==> config.mk <==
export PLATFORM = sky130hd
export DESIGN_NAME = stable_sorted_priority_queue_core
export DESIGN_NICKNAME = d
export VERILOG_FILES = /design/src/spq_pkg.sv /design/src/spq_mem.sv /design/src/spq_ctrl.sv /design/src/stable_sorted_priority_queue_core.sv
export SDC_FILE = /design/constraint.sdc
export NUM_CORES = 1
export LEC_CHECK = 0
export BUFFER_PORTS_ARGS = -buffer_cell sky130_fd_sc_hd__buf_2
export CORE_MARGIN = 4
export CORE_UTILIZATION = 45
export CTS_CLUSTER_SIZE = 30
export DETAILED_ROUTE_END_ITERATION = 7
export SKIP_LAST_GASP = 1
export SLEW_MARGIN = 20
export SYNTH_ARGS = -nofsm -noshare
export SYNTH_HDL_FRONTEND = slang
export SYNTH_SLANG_ARGS = --single-unit
export TNS_END_PERCENT = 1
==> constraint.sdc <==
create_clock -name clk -period 3.6 [get_ports clk]
set_clock_uncertainty 0.05 [all_clocks]
set_input_delay 0.36 -clock clk [delete_from_list [all_inputs] [get_ports clk]]
set_output_delay 0.36 -clock clk [all_outputs]
set_load 0.02 [all_outputs]
==> src/spq_pkg.sv <==
// shared types and codes for the stable sorted priority queue
// no dependencies; imported by spq_mem, spq_ctrl and the top level
package spq_pkg;

    localparam int unsigned PRIO_W = 4;
    localparam int unsigned TAG_W  = 32;

    typedef enum logic [1:0] {
        OP_INSERT = 2'd0,
        OP_LIST   = 2'd1,
        OP_CLEAR  = 2'd2
    } op_t;

    typedef enum logic [2:0] {
        ST_INSERTED = 3'd0,
        ST_FULL     = 3'd1,
        ST_EMPTY    = 3'd2,
        ST_LISTED   = 3'd3,
        ST_CLEARED  = 3'd4
    } status_t;

    typedef enum logic [1:0] {
        S_IDLE,
        S_INS,
        S_INS_HEAD,
        S_LIST
    } state_t;

    typedef struct packed {
        logic [PRIO_W-1:0] prio;
        logic [TAG_W-1:0]  tag;
    } entry_t;

    // control part of one result transfer
    typedef struct packed {
        logic    strobe;
        status_t status;
        logic    last;
    } res_ctl_t;

endpackage

==> src/spq_mem.sv <==
// entry store: one write port, one read port with registered read data
// depends on spq_pkg for the entry type
module spq_mem
    import spq_pkg::*;
#(
    parameter int unsigned DEPTH = 16,
    localparam int unsigned AW = (DEPTH > 1) ? $clog2(DEPTH) : 1
) (
    input  logic          clk,
    input  logic          we,
    input  logic [AW-1:0] waddr,
    input  entry_t        wdata,
    input  logic          re,
    input  logic [AW-1:0] raddr,
    output entry_t        rdata
);

    entry_t mem [DEPTH];
    entry_t rdata_reg;

    always_ff @(posedge clk)
    begin
        if (we)
        begin
            mem[waddr] <= wdata;
        end
    end

    always_ff @(posedge clk)
    begin
        if (re)
        begin
            rdata_reg <= mem[raddr];
        end
    end

    assign rdata = rdata_reg;

endmodule

==> src/spq_ctrl.sv <==
// sequencer for insert, list and clear; drives the entry store and forms results
// depends on spq_pkg; works against the registered read data of spq_mem
module spq_ctrl
    import spq_pkg::*;
#(
    parameter int unsigned DEPTH = 16,
    localparam int unsigned AW = (DEPTH > 1) ? $clog2(DEPTH) : 1,
    localparam int unsigned CW = $clog2(DEPTH + 1)
) (
    input  logic              clk,
    input  logic              rst_n,
    input  logic              start,
    input  logic [1:0]        operation,
    input  logic [PRIO_W-1:0] priority_req,
    input  logic [TAG_W-1:0]  tag,
    output logic              busy,
    // store port
    output logic              mem_we,
    output logic [AW-1:0]     mem_waddr,
    output entry_t            mem_wdata,
    output logic              mem_re,
    output logic [AW-1:0]     mem_raddr,
    input  entry_t            mem_rdata,
    // result
    output res_ctl_t          res_ctl,
    output logic [CW-1:0]     res_position,
    output logic [PRIO_W-1:0] res_priority,
    output logic [TAG_W-1:0]  res_tag,
    output logic [CW-1:0]     res_occupancy
);

    localparam logic [CW-1:0] FULL_COUNT = CW'(DEPTH);

    state_t            state_reg, state_next;
    logic [CW-1:0]     count_reg, count_next;
    logic [AW-1:0]     idx_reg, idx_next;
    logic [PRIO_W-1:0] prio_reg, prio_next;
    logic [TAG_W-1:0]  tag_reg, tag_next;

    logic          accept;
    op_t           op;
    logic          shift_more;
    logic          list_last;
    logic [CW-1:0] idx_ext;

    assign accept     = start && (state_reg == S_IDLE);
    assign op         = op_t'(operation);
    assign busy       = (state_reg != S_IDLE);
    assign idx_ext    = CW'(idx_reg);
    assign shift_more = (mem_rdata.prio > prio_reg);
    assign list_last  = ((idx_ext + CW'(1)) == count_reg);

    always_ff @(posedge clk or negedge rst_n)
    begin
        if (!rst_n)
        begin
            state_reg <= S_IDLE;
            count_reg <= '0;
        end
        else
        begin
            state_reg <= state_next;
            count_reg <= count_next;
        end
    end

    always_ff @(posedge clk)
    begin
        idx_reg  <= idx_next;
        prio_reg <= prio_next;
        tag_reg  <= tag_next;
    end

    // next state
    always_comb
    begin
        state_next = state_reg;
        unique case (state_reg)
            S_IDLE:
            begin
                if (accept)
                begin
                    case (op)
                        OP_INSERT:
                        begin
                            if (count_reg != '0 && count_reg != FULL_COUNT)
                            begin
                                state_next = S_INS;
                            end
                        end
                        OP_LIST:
                        begin
                            if (count_reg != '0)
                            begin
                                state_next = S_LIST;
                            end
                        end
                        default: state_next = S_IDLE;
                    endcase
                end
            end
            S_INS:
            begin
                if (!shift_more)
                begin
                    state_next = S_IDLE;
                end
                else if (idx_reg == '0)
                begin
                    state_next = S_INS_HEAD;
                end
            end
            S_INS_HEAD: state_next = S_IDLE;
            S_LIST:
            begin
                if (list_last)
                begin
                    state_next = S_IDLE;
                end
            end
            default: state_next = S_IDLE;
        endcase
    end

    // store accesses, results and datapath updates
    always_comb
    begin
        count_next     = count_reg;
        idx_next       = idx_reg;
        prio_next      = prio_reg;
        tag_next       = tag_reg;
        mem_we         = 1'b0;
        mem_waddr      = '0;
        mem_wdata      = '{prio: prio_reg, tag: tag_reg};
        mem_re         = 1'b0;
        mem_raddr      = '0;
        res_ctl.strobe = 1'b0;
        res_ctl.status = ST_INSERTED;
        res_ctl.last   = 1'b1;
        res_position   = '0;
        res_priority   = '0;
        res_tag        = '0;
        res_occupancy  = count_reg;
        unique case (state_reg)
            S_IDLE:
            begin
                if (accept)
                begin
                    prio_next = priority_req;
                    tag_next  = tag;
                    case (op)
                        OP_INSERT:
                        begin
                            if (count_reg == FULL_COUNT)
                            begin
                                res_ctl.strobe = 1'b1;
                                res_ctl.status = ST_FULL;
                            end
                            else if (count_reg == '0)
                            begin
                                mem_we         = 1'b1;
                                mem_wdata      = '{prio: priority_req, tag: tag};
                                count_next     = CW'(1);
                                res_ctl.strobe = 1'b1;
                                res_ctl.status = ST_INSERTED;
                                res_position   = CW'(1);
                                res_occupancy  = CW'(1);
                            end
                            else
                            begin
                                // walk back from the tail, shifting higher priorities up
                                mem_re    = 1'b1;
                                mem_raddr = AW'(count_reg - CW'(1));
                                idx_next  = AW'(count_reg - CW'(1));
                            end
                        end
                        OP_LIST:
                        begin
                            if (count_reg == '0)
                            begin
                                res_ctl.strobe = 1'b1;
                                res_ctl.status = ST_EMPTY;
                            end
                            else
                            begin
                                mem_re   = 1'b1;
                                idx_next = '0;
                            end
                        end
                        OP_CLEAR:
                        begin
                            count_next     = '0;
                            res_ctl.strobe = 1'b1;
                            res_ctl.status = ST_CLEARED;
                            res_occupancy  = '0;
                        end
                        default: ;
                    endcase
                end
            end
            S_INS:
            begin
                mem_we    = 1'b1;
                mem_waddr = AW'(idx_ext + CW'(1));
                if (shift_more)
                begin
                    mem_wdata = mem_rdata;
                    if (idx_reg != '0)
                    begin
                        mem_re    = 1'b1;
                        mem_raddr = idx_reg - AW'(1);
                        idx_next  = idx_reg - AW'(1);
                    end
                end
                else
                begin
                    count_next     = count_reg + CW'(1);
                    res_ctl.strobe = 1'b1;
                    res_ctl.status = ST_INSERTED;
                    res_position   = idx_ext + CW'(2);
                    res_occupancy  = count_reg + CW'(1);
                end
            end
            S_INS_HEAD:
            begin
                // every held entry outranked the new one
                mem_we         = 1'b1;
                count_next     = count_reg + CW'(1);
                res_ctl.strobe = 1'b1;
                res_ctl.status = ST_INSERTED;
                res_position   = CW'(1);
                res_occupancy  = count_reg + CW'(1);
            end
            S_LIST:
            begin
                res_ctl.strobe = 1'b1;
                res_ctl.status = ST_LISTED;
                res_ctl.last   = list_last;
                res_position   = idx_ext + CW'(1);
                res_priority   = mem_rdata.prio;
                res_tag        = mem_rdata.tag;
                if (!list_last)
                begin
                    mem_re    = 1'b1;
                    mem_raddr = idx_reg + AW'(1);
                    idx_next  = idx_reg + AW'(1);
                end
            end
            default: ;
        endcase
    end

endmodule

==> src/stable_sorted_priority_queue_core.sv <==
// Stable sorted priority queue of DEPTH entries (4-bit priority, 32-bit tag), kept in
// ascending priority with equal priorities in arrival order. A command is taken when start
// is high and busy is low; results come on valid and cannot be stalled.
// Timing, all bound by the single read port of the entry store: insert into an empty or a
// full queue, clear and list of an empty queue give their result in the cycle after the
// command; any other insert walks back from the tail, moving each held entry of higher
// priority up one place, then writes the new entry; list of n entries gives one entry per
// cycle. busy drops on the cycle the final result shows.
// Depends on spq_pkg, spq_mem and spq_ctrl.
module stable_sorted_priority_queue_core
    import spq_pkg::*;
#(
    parameter int unsigned DEPTH = 16,
    localparam int unsigned AW = (DEPTH > 1) ? $clog2(DEPTH) : 1,
    localparam int unsigned CW = $clog2(DEPTH + 1)
) (
    input  logic              clk,
    input  logic              rst_n,
    input  logic              start,
    output logic              busy,
    input  logic [1:0]        operation,
    input  logic [PRIO_W-1:0] priority_req,
    input  logic [TAG_W-1:0]  tag,
    output logic              valid,
    output logic [2:0]        status,
    output logic [CW-1:0]     position,
    output logic [PRIO_W-1:0] entry_priority,
    output logic [TAG_W-1:0]  entry_tag,
    output logic [CW-1:0]     occupancy,
    output logic              last
);

    logic          mem_we;
    logic [AW-1:0] mem_waddr;
    entry_t        mem_wdata;
    logic          mem_re;
    logic [AW-1:0] mem_raddr;
    entry_t        mem_rdata;

    res_ctl_t          res_ctl;
    logic [CW-1:0]     res_position;
    logic [PRIO_W-1:0] res_priority;
    logic [TAG_W-1:0]  res_tag;
    logic [CW-1:0]     res_occupancy;

    logic              valid_reg;
    status_t           status_reg;
    logic              last_reg;
    logic [CW-1:0]     position_reg;
    logic [PRIO_W-1:0] priority_reg;
    logic [TAG_W-1:0]  tag_reg;
    logic [CW-1:0]     occupancy_reg;

    spq_mem #(
        .DEPTH (DEPTH)
    ) u_mem (
        .clk   (clk),
        .we    (mem_we),
        .waddr (mem_waddr),
        .wdata (mem_wdata),
        .re    (mem_re),
        .raddr (mem_raddr),
        .rdata (mem_rdata)
    );

    spq_ctrl #(
        .DEPTH (DEPTH)
    ) u_ctrl (
        .clk           (clk),
        .rst_n         (rst_n),
        .start         (start),
        .operation     (operation),
        .priority_req  (priority_req),
        .tag           (tag),
        .busy          (busy),
        .mem_we        (mem_we),
        .mem_waddr     (mem_waddr),
        .mem_wdata     (mem_wdata),
        .mem_re        (mem_re),
        .mem_raddr     (mem_raddr),
        .mem_rdata     (mem_rdata),
        .res_ctl       (res_ctl),
        .res_position  (res_position),
        .res_priority  (res_priority),
        .res_tag       (res_tag),
        .res_occupancy (res_occupancy)
    );

    // result register: each transfer is shown for exactly one cycle
    always_ff @(posedge clk or negedge rst_n)
    begin
        if (!rst_n)
        begin
            valid_reg <= 1'b0;
        end
        else
        begin
            valid_reg <= res_ctl.strobe;
        end
    end

    always_ff @(posedge clk)
    begin
        status_reg    <= res_ctl.status;
        last_reg      <= res_ctl.last;
        position_reg  <= res_position;
        priority_reg  <= res_priority;
        tag_reg       <= res_tag;
        occupancy_reg <= res_occupancy;
    end

    assign valid          = valid_reg;
    assign status         = status_reg;
    assign last           = last_reg;
    assign position       = position_reg;
    assign entry_priority = priority_reg;
    assign entry_tag      = tag_reg;
    assign occupancy      = occupancy_reg;

    // a list transfer that is not the final one leaves the sequencer still walking
    assert property (@(posedge clk) disable iff (!rst_n)
        valid && !last |-> busy)
        else $error("non-final result while sequencer idle");

    assert property (@(posedge clk) disable iff (!rst_n)
        valid |-> (occupancy <= CW'(DEPTH)))
        else $error("occupancy beyond depth");

    assert property (@(posedge clk) disable iff (!rst_n)
        start && !busy && (operation == OP_CLEAR) |=>
            valid && (status == ST_CLEARED) && (occupancy == '0))
        else $error("clear did not report at once");

    assert property (@(posedge clk) disable iff (!rst_n)
        valid && (status == ST_LISTED || status == ST_INSERTED) |->
            (position != '0) && (position <= occupancy))
        else $error("position outside held entries");

endmodule

### Yosys cells after proc, flatten, opt, wreduce, memory -nomap -nowiden

Memory sizes are Yosys's and may differ from the RTL's. A register that Yosys moved wholly into a read port is not among the register bits.
Index checks and enable logic that the tools add are counted.

| word-level totals | value |
|---|---|
| flip-flop bits (word level) | 98 |
| RAM bits | 576 |
| input port bits | 41 |
| output and inout port bits | 52 |
| word-level logic and storage cells | 120 |
| memories kept | 1 |

Memory list:

| memory | depth | width | read ports | clocked after memory_dff | write ports | RTL line | RTL |
|---|---|---|---|---|---|---|---|
| u_mem.mem | 16 | 36 | 1 | 1 | 1 | spq_mem.sv:18 | `entry_t mem [DEPTH];` |

| operators by class | value |
|---|---|
| add/sub/neg operators | 6 |
| order comparisons | 1 |
| equal/unequal tests | 20 |
| mux-type cells | 66 |
| reduce and logical (&&, ||, !) cells | 14 |

Operators with widths:

| kind | count |
|---|---|
| 36-bit two-way mux | 5 |
| 4-bit two-way mux | 20 |
| 36-bit case mux with 2 select lines | 1 |
| 5-bit two-way mux | 8 |
| 4-bit case mux with 3 select lines | 3 |
| 3-bit != test (second input constant) | 7 |
| 5-bit case mux with 4 select lines | 1 |
| 4-bit case mux with 4 select lines | 1 |
| 5-bit case mux with 3 select lines | 1 |
| 1-bit two-way mux | 13 |
| 2-bit two-way mux | 6 |
| 5-bit case mux with 2 select lines | 1 |
| 9-bit AND reduction | 1 |
| 2-bit by 1-bit != test with 1-bit output (second input constant) | 4 |
| 2-bit case mux with 4 select lines | 1 |
| 4-bit case mux with 2 select lines | 1 |
| 4-bit by 1-bit subtractor with 4-bit output (second input constant) | 2 |
| 2-bit equality test (second input constant) | 3 |
| 4-bit by 1-bit adder with 5-bit output (second input constant) | 1 |
| 4-bit by 2-bit adder with 5-bit output (second input constant) | 1 |
| 5-bit by 1-bit adder with 5-bit output (second input constant) | 1 |
| 5-bit equality test | 1 |
| 5-bit equality test (second input constant) | 1 |
| 5-bit logical NOT | 1 |
| other kinds (18) | 22 |

### Logic depth before layout (Yosys ltp)

| logic depth | value |
|---|---|
| depth after elaboration | 8 |
| depth in mapped cells | 14 |
| mapped depth without buffers | 10 |

### By module

A second synthesis with hierarchy kept.

| second synthesis, totals | value |
|---|---|
| cell total of the unflattened synthesis | 1,373 |
| area, all modules | 27,192.3 um^2 |

By module, submodules not included:

| module | instances | cells an instance | area an instance (um^2) | seq. area each (um^2) |
|---|---|---|---|---|
| spq_mem | 1 | 938 | 22,679.3 | 18,377.6 |
| spq_ctrl | 1 | 384 | 3,487.1 | 1,376.3 |
| stable_sorted_priority_queue_core | 1 | 51 | 1,026.0 | 1,026.0 |

### Least setup slack after synthesis

Ideal clock, no wire load.

| path | value |
|---|---|
| path kind | register to register |
| start | register u_ctrl.idx_reg[0] |
| end | register, netlist name u_mem.rdata[0] |
| library setup time | 0.441 ns |
| arrival | 3.460 ns |
| data required time | 3.109 ns |
| setup slack | -0.351 ns |
| stages on the path, launching flop included | 9 |
| path buffers | 1 |
| period minus slack after synthesis | 3.951 ns |
| cells stage by stage | edfxtp_1 clkbuf_1 inv_1 ha_1 xnor2_1 o31a_1 o2111ai_2 a22oi_1 a21oi_1 |

| between the ends | value |
|---|---|
| longest elaborated chain between the ends | 4 |
| elaborated cells between the ends (all ways) | 13 |
| those cells by class | add/sub: 3; eq/ne: 1; mux: 8; reduce/logical: 1 |

Ends and longest elaborated chain:

| element | RTL line | RTL |
|---|---|---|
| start, declared | spq_ctrl.sv:36 | `logic [AW-1:0] idx_reg, idx_next;` |
| start signal, assigned | spq_ctrl.sv:69 | `idx_reg <= idx_next;` |
| 4-bit by 1-bit adder with 5-bit output or 4-bit nonzero test (tied branches) | spq_ctrl.sv:51, spq_ctrl.sv:208 |  |
| 5-bit equality test or 1-bit two-way mux (tied branches) | spq_ctrl.sv:51, spq_ctrl.sv:208 |  |
| 1-bit two-way mux, on equally long branches | spq_ctrl.sv:242, spq_ctrl.sv:205 |  |
| 1-bit case mux with 3 select lines (*) | spq_ctrl.sv:144 | `unique case (state_reg)` |
| net mem_re | stable_sorted_priority_queue_core.sv:36 | `logic mem_re;` |

Mark *: on every way through the listed nets, which the timed path passes. The rest lies on a longest branch.
A chain may end at the register's enable or synchronous reset.

### Final worst setup path

| path | value |
|---|---|
| start | register u_ctrl.idx_reg[0] |
| end | register, netlist name u_mem.rdata[13] |

| between the ends | value |
|---|---|
| longest elaborated chain between the ends | 4 |
| elaborated cells between the ends (all ways) | 13 |
| those cells by class | add/sub: 3; eq/ne: 1; mux: 8; reduce/logical: 1 |

Ends and longest elaborated chain:

| element | RTL line | RTL |
|---|---|---|
| 4-bit by 1-bit adder with 5-bit output, or another cell as far along | spq_ctrl.sv:51 | `assign list_last = ((idx_ext + CW'(1)) == count_reg);` |
| 5-bit equality test, or another cell as far along | spq_ctrl.sv:51 |  |
| 4-bit two-way mux, or another cell as far along | spq_ctrl.sv:242 | `if (!list_last)` |
| 4-bit case mux with 3 select lines or 1-bit case mux with 3 select lines (tied branches) | spq_ctrl.sv:144 |  |

Several ways; a longest one is shown, not always the timed one.

==> flow_metrics.env <==
export IMPL_grt_max_degree=73
export IMPL_io_pins=93
export IMPL_path_class="flop to flop"
export IMPL_ys_seq_elements=710
export IMPL_io_buffers=92
export IMPL_post_route_util_pct=53.9
export IMPL_synthMuxAreaShare_pct=7.75
export IMPL_synth_edf_count=652
export IMPL_vdd_drop_max_v=0.000535
export IMPL_p_leak_nw=11.1
export IMPL_min_period_ps=3430
export IMPL_drive_above_1_share_pct=18.0
export IMPL_ys_flop_type="edfxtp_1"
export IMPL_syn_area_um2=28000
export IMPL_fin_area_um2=33300
export IMPL_grt_pass1_vias=16420
export IMPL_syn_avg_cell_area_um2=16.0
export IMPL_die_y_um=258
export IMPL_vias=16294
export IMPL_power_density_nw_per_um2=865
export IMPL_finalSetupTns_ps=0
export IMPL_hpwl_um=38200
export IMPL_fin_nets=2000
export IMPL_synth_cells=1746
export IMPL_holdWs_ps=76.0
export IMPL_h_tree_depth=3
export IMPL_rows=91
export IMPL_ys_warn_count=0
export IMPL_start_util_pct=45.4
export IMPL_synth_xor_area_share_pct=0.339
export IMPL_dr_first_iter_drc_count=1525
export IMPL_critPathCaptureType="flop"
export IMPL_clock_sinks=710
export IMPL_fmax_ghz=0.292
export IMPL_cts_path_max_buffers=3
export IMPL_yosys_area_share_simple_pct=5.02
export IMPL_placed_cell_area_um2=30300
export IMPL_cts_buffers=75
export IMPL_wl_per_cell_um=24.7
export IMPL_maxCapViolations=0
export IMPL_crit_fanout=30
export IMPL_relSlewSlack_pct=47.8
export IMPL_yosysUniqueCellTypes=59
export IMPL_tightestPinTransition_ps=783
export IMPL_setup_viol=0
export IMPL_startpoint_type="flop"
export IMPL_num_antenna_cells=0
export IMPL_place_congestion=0.791
export IMPL_async_flop_share_pct=1.13
export IMPL_critPathArrivalTime_ps=3740
export IMPL_synth_top_family_by_area="compound AO/OA/AOI/OAI gates"
export IMPL_dieArea_um2=66300
export IMPL_ant_nets=0
export IMPL_gr_total_overflow=0
export IMPL_grt_usage_pct=21.0
export IMPL_root_buffer="clkbuf_16"
export IMPL_synth_nets=1804
export IMPL_core_area_um2=61700
export IMPL_drv_slew=0
export IMPL_antenna_found_initial=0
export IMPL_hold_viol_final=0
export IMPL_grt_pass1_wl_um=105000
export IMPL_layout_area_overhead_vs_synth_pct=18.7
export IMPL_first_pass_iters=8
export IMPL_largest_reg_flops=576
export IMPL_cts_tree="yes"
export IMPL_worstHoldPathType="input pin to async pin"
export IMPL_yosysSeqAreaShare_pct=74.2
export IMPL_period_share_pct=95.3
export IMPL_drcViolationCount=0
export IMPL_worstPathRequired_ps=3910
export IMPL_die_w_um=258
export IMPL_synth_fa_ha_area_share_pct=0.759
export IMPL_clk_pin_slew_worst_paths_ps=60
export IMPL_clk_latency_ps=610
export IMPL_detail_route_vias_per_cell=5.74
export IMPL_wl_um=70200
export IMPL_synth_compound_area_share_pct=9.37
export IMPL_status="completed"
[path summary, 6_finish.rpt]
| path | slack [ps] | endpoint | cells after the start | startpoint |
|---|---|---|---|---|
| hold reg to reg | 420 | entry_tag[7]$_SDFF_PN0_ | 1 | u_mem.rdata[7]$_DFFE_PP_ |
| setup / recovery | 170 | u_mem.rdata[13]$_DFFE_PP_ | 10 | u_ctrl.idx_reg[0]$_DFFE_PP_ |
| setup reg to reg | 170 | u_mem.rdata[13]$_DFFE_PP_ | 10 | u_ctrl.idx_reg[0]$_DFFE_PP_ |
| hold / removal | 80 | valid$_DFF_PN0_ | 2 | rst_n |
| min in group clk | 80 | valid$_DFF_PN0_ | 4 | operation[0] |
| max in group asynchronous | 3240 | u_ctrl.count_reg[4]$_DFF_PN0_ | 2 | rst_n |
[cell families (layout without fill, tap and decap cells)]
group                      Yosys count  after routing
muxes                              217            217
DFF                                710            710
adders and majority gates           17             17
buffers and inverters              162            419
xor gates and xnor gates            10             10
AOI/OAI and AO/OA                  306            306
and+or+nand+nor                    324            324
[power by group]
| group | switching (W) | internal, W | total [W] |
|---|---|---|---|
| registers | 0.000396 | 0.0113 | 0.0117 |
| clock network | 0.00311 | 0.00462 | 0.00773 |
| logic | 0.00603 | 0.00337 | 0.00940 |
[cells in the mapped netlist (all sizes together), types with 4 or more instances]
master	number	share of area, %
nand3	7	0.13
edfxtp	652	70
ha	17	0.76
and2	41	0.92
a221oi	73	2.8
dfrtp	8	0.71
nand2b	4	0.089
clkbuf	53	0.71
xnor2	5	0.18
mux2i	217	7.8
nor3	7	0.13
nor2b	6	0.13
buf	55	1.1
a21oi	5	0.089
xor2	5	0.16
dfxtp	50	3.6
nor2	71	0.98
o21ai	52	0.97
a32oi	72	2.3
a222oi	38	1.4
inv	54	0.72
a22oi	39	1.1
nand2	178	2.4
[cell type report]
cell class                      count  area, µm²
Fill cell                        4934      28400
Sequential cell                   710      20800
Multi-Input combinational cell    874       6750
Clock buffer                       97       2090
Timing Repair Buffer              227       1990
Tap cell                          837       1050
Clock inverter                     41        405
Inverter                           54        203
[placed cells by master, fill, tap and decap left out, types with 3 or more instances in the layout]
master,instances
a21oi_1,4
a221oi_1,49
a221oi_2,24
a222oi_1,38
a22oi_1,38
a32oi_1,72
and2_1,40
buf_12,32
buf_2,92
buf_4,64
bufinv_16,7
clkbuf_1,13
clkbuf_16,80
clkbuf_8,5
clkinv_1,16
clkinv_2,11
clkinv_8,3
clkinvlp_4,3
dfrtp_1,8
dfxtp_1,50
dlygate4sd3_1,38
edfxtp_1,652
ha_1,15
inv_1,53
mux2i_1,217
nand2_1,178
nand2b_1,4
nand3_1,7
nor2_1,54
nor2_4,17
nor2b_1,6
nor3_1,6
o21ai_0,13
o21ai_1,37
xnor2_1,4
xor2_1,5
[metal layers]
| layer | GRT usage (%) | wire length [µm] | up-vias |
|---|---|---|---|
| li1 | - | - | 7289 |
| met1 | 30.0 | 31400 | 8348 |
| met2 | 33.8 | 33100 | 526 |
| met3 | 3.15 | 3980 | 131 |
| met4 | 6.21 | 1730 | 0 |
| met5 | 0 | 0 | - |
[worst max-delay path, stage by stage (launching register included)]
cell,delay [ps]
edfxtp_1,490
ha_2,290
xnor2_2,220
a221oi_2,410
o2111a_2,360
o221ai_2,220
o21ai_4,350
buf_12,270
a221oi_1,170
a22oi_1,220
o21ai_1,90
[repair_timing]
| item | in CTS | in global routing |
|---|---|---|
| gates cloned | 0 | 1 |
| hold buffers | 38 | 0 |
| hold endpoints to repair | 46 | 0 |
| buffers inserted | 4 | 2 |
| setup endpoints to repair | 25 | 23 |
| resized for setup | 0 | 6 |
| pin swaps | 1 | 2 |
[metrics by stage]
step           cells  setup slack, ps  power [W]
6_report        2840              170     0.0288
5_1_grt         2840            -12.3     0.0302
4_1_cts         2837             24.5     0.0289
3_5_place_dp    2657             -114     0.0210
3_3_place_gp    2657            -81.9     0.0208
2_1_floorplan   1746            -28.5     0.0176
No activity file was read; power rests on OpenSTA's default activity.
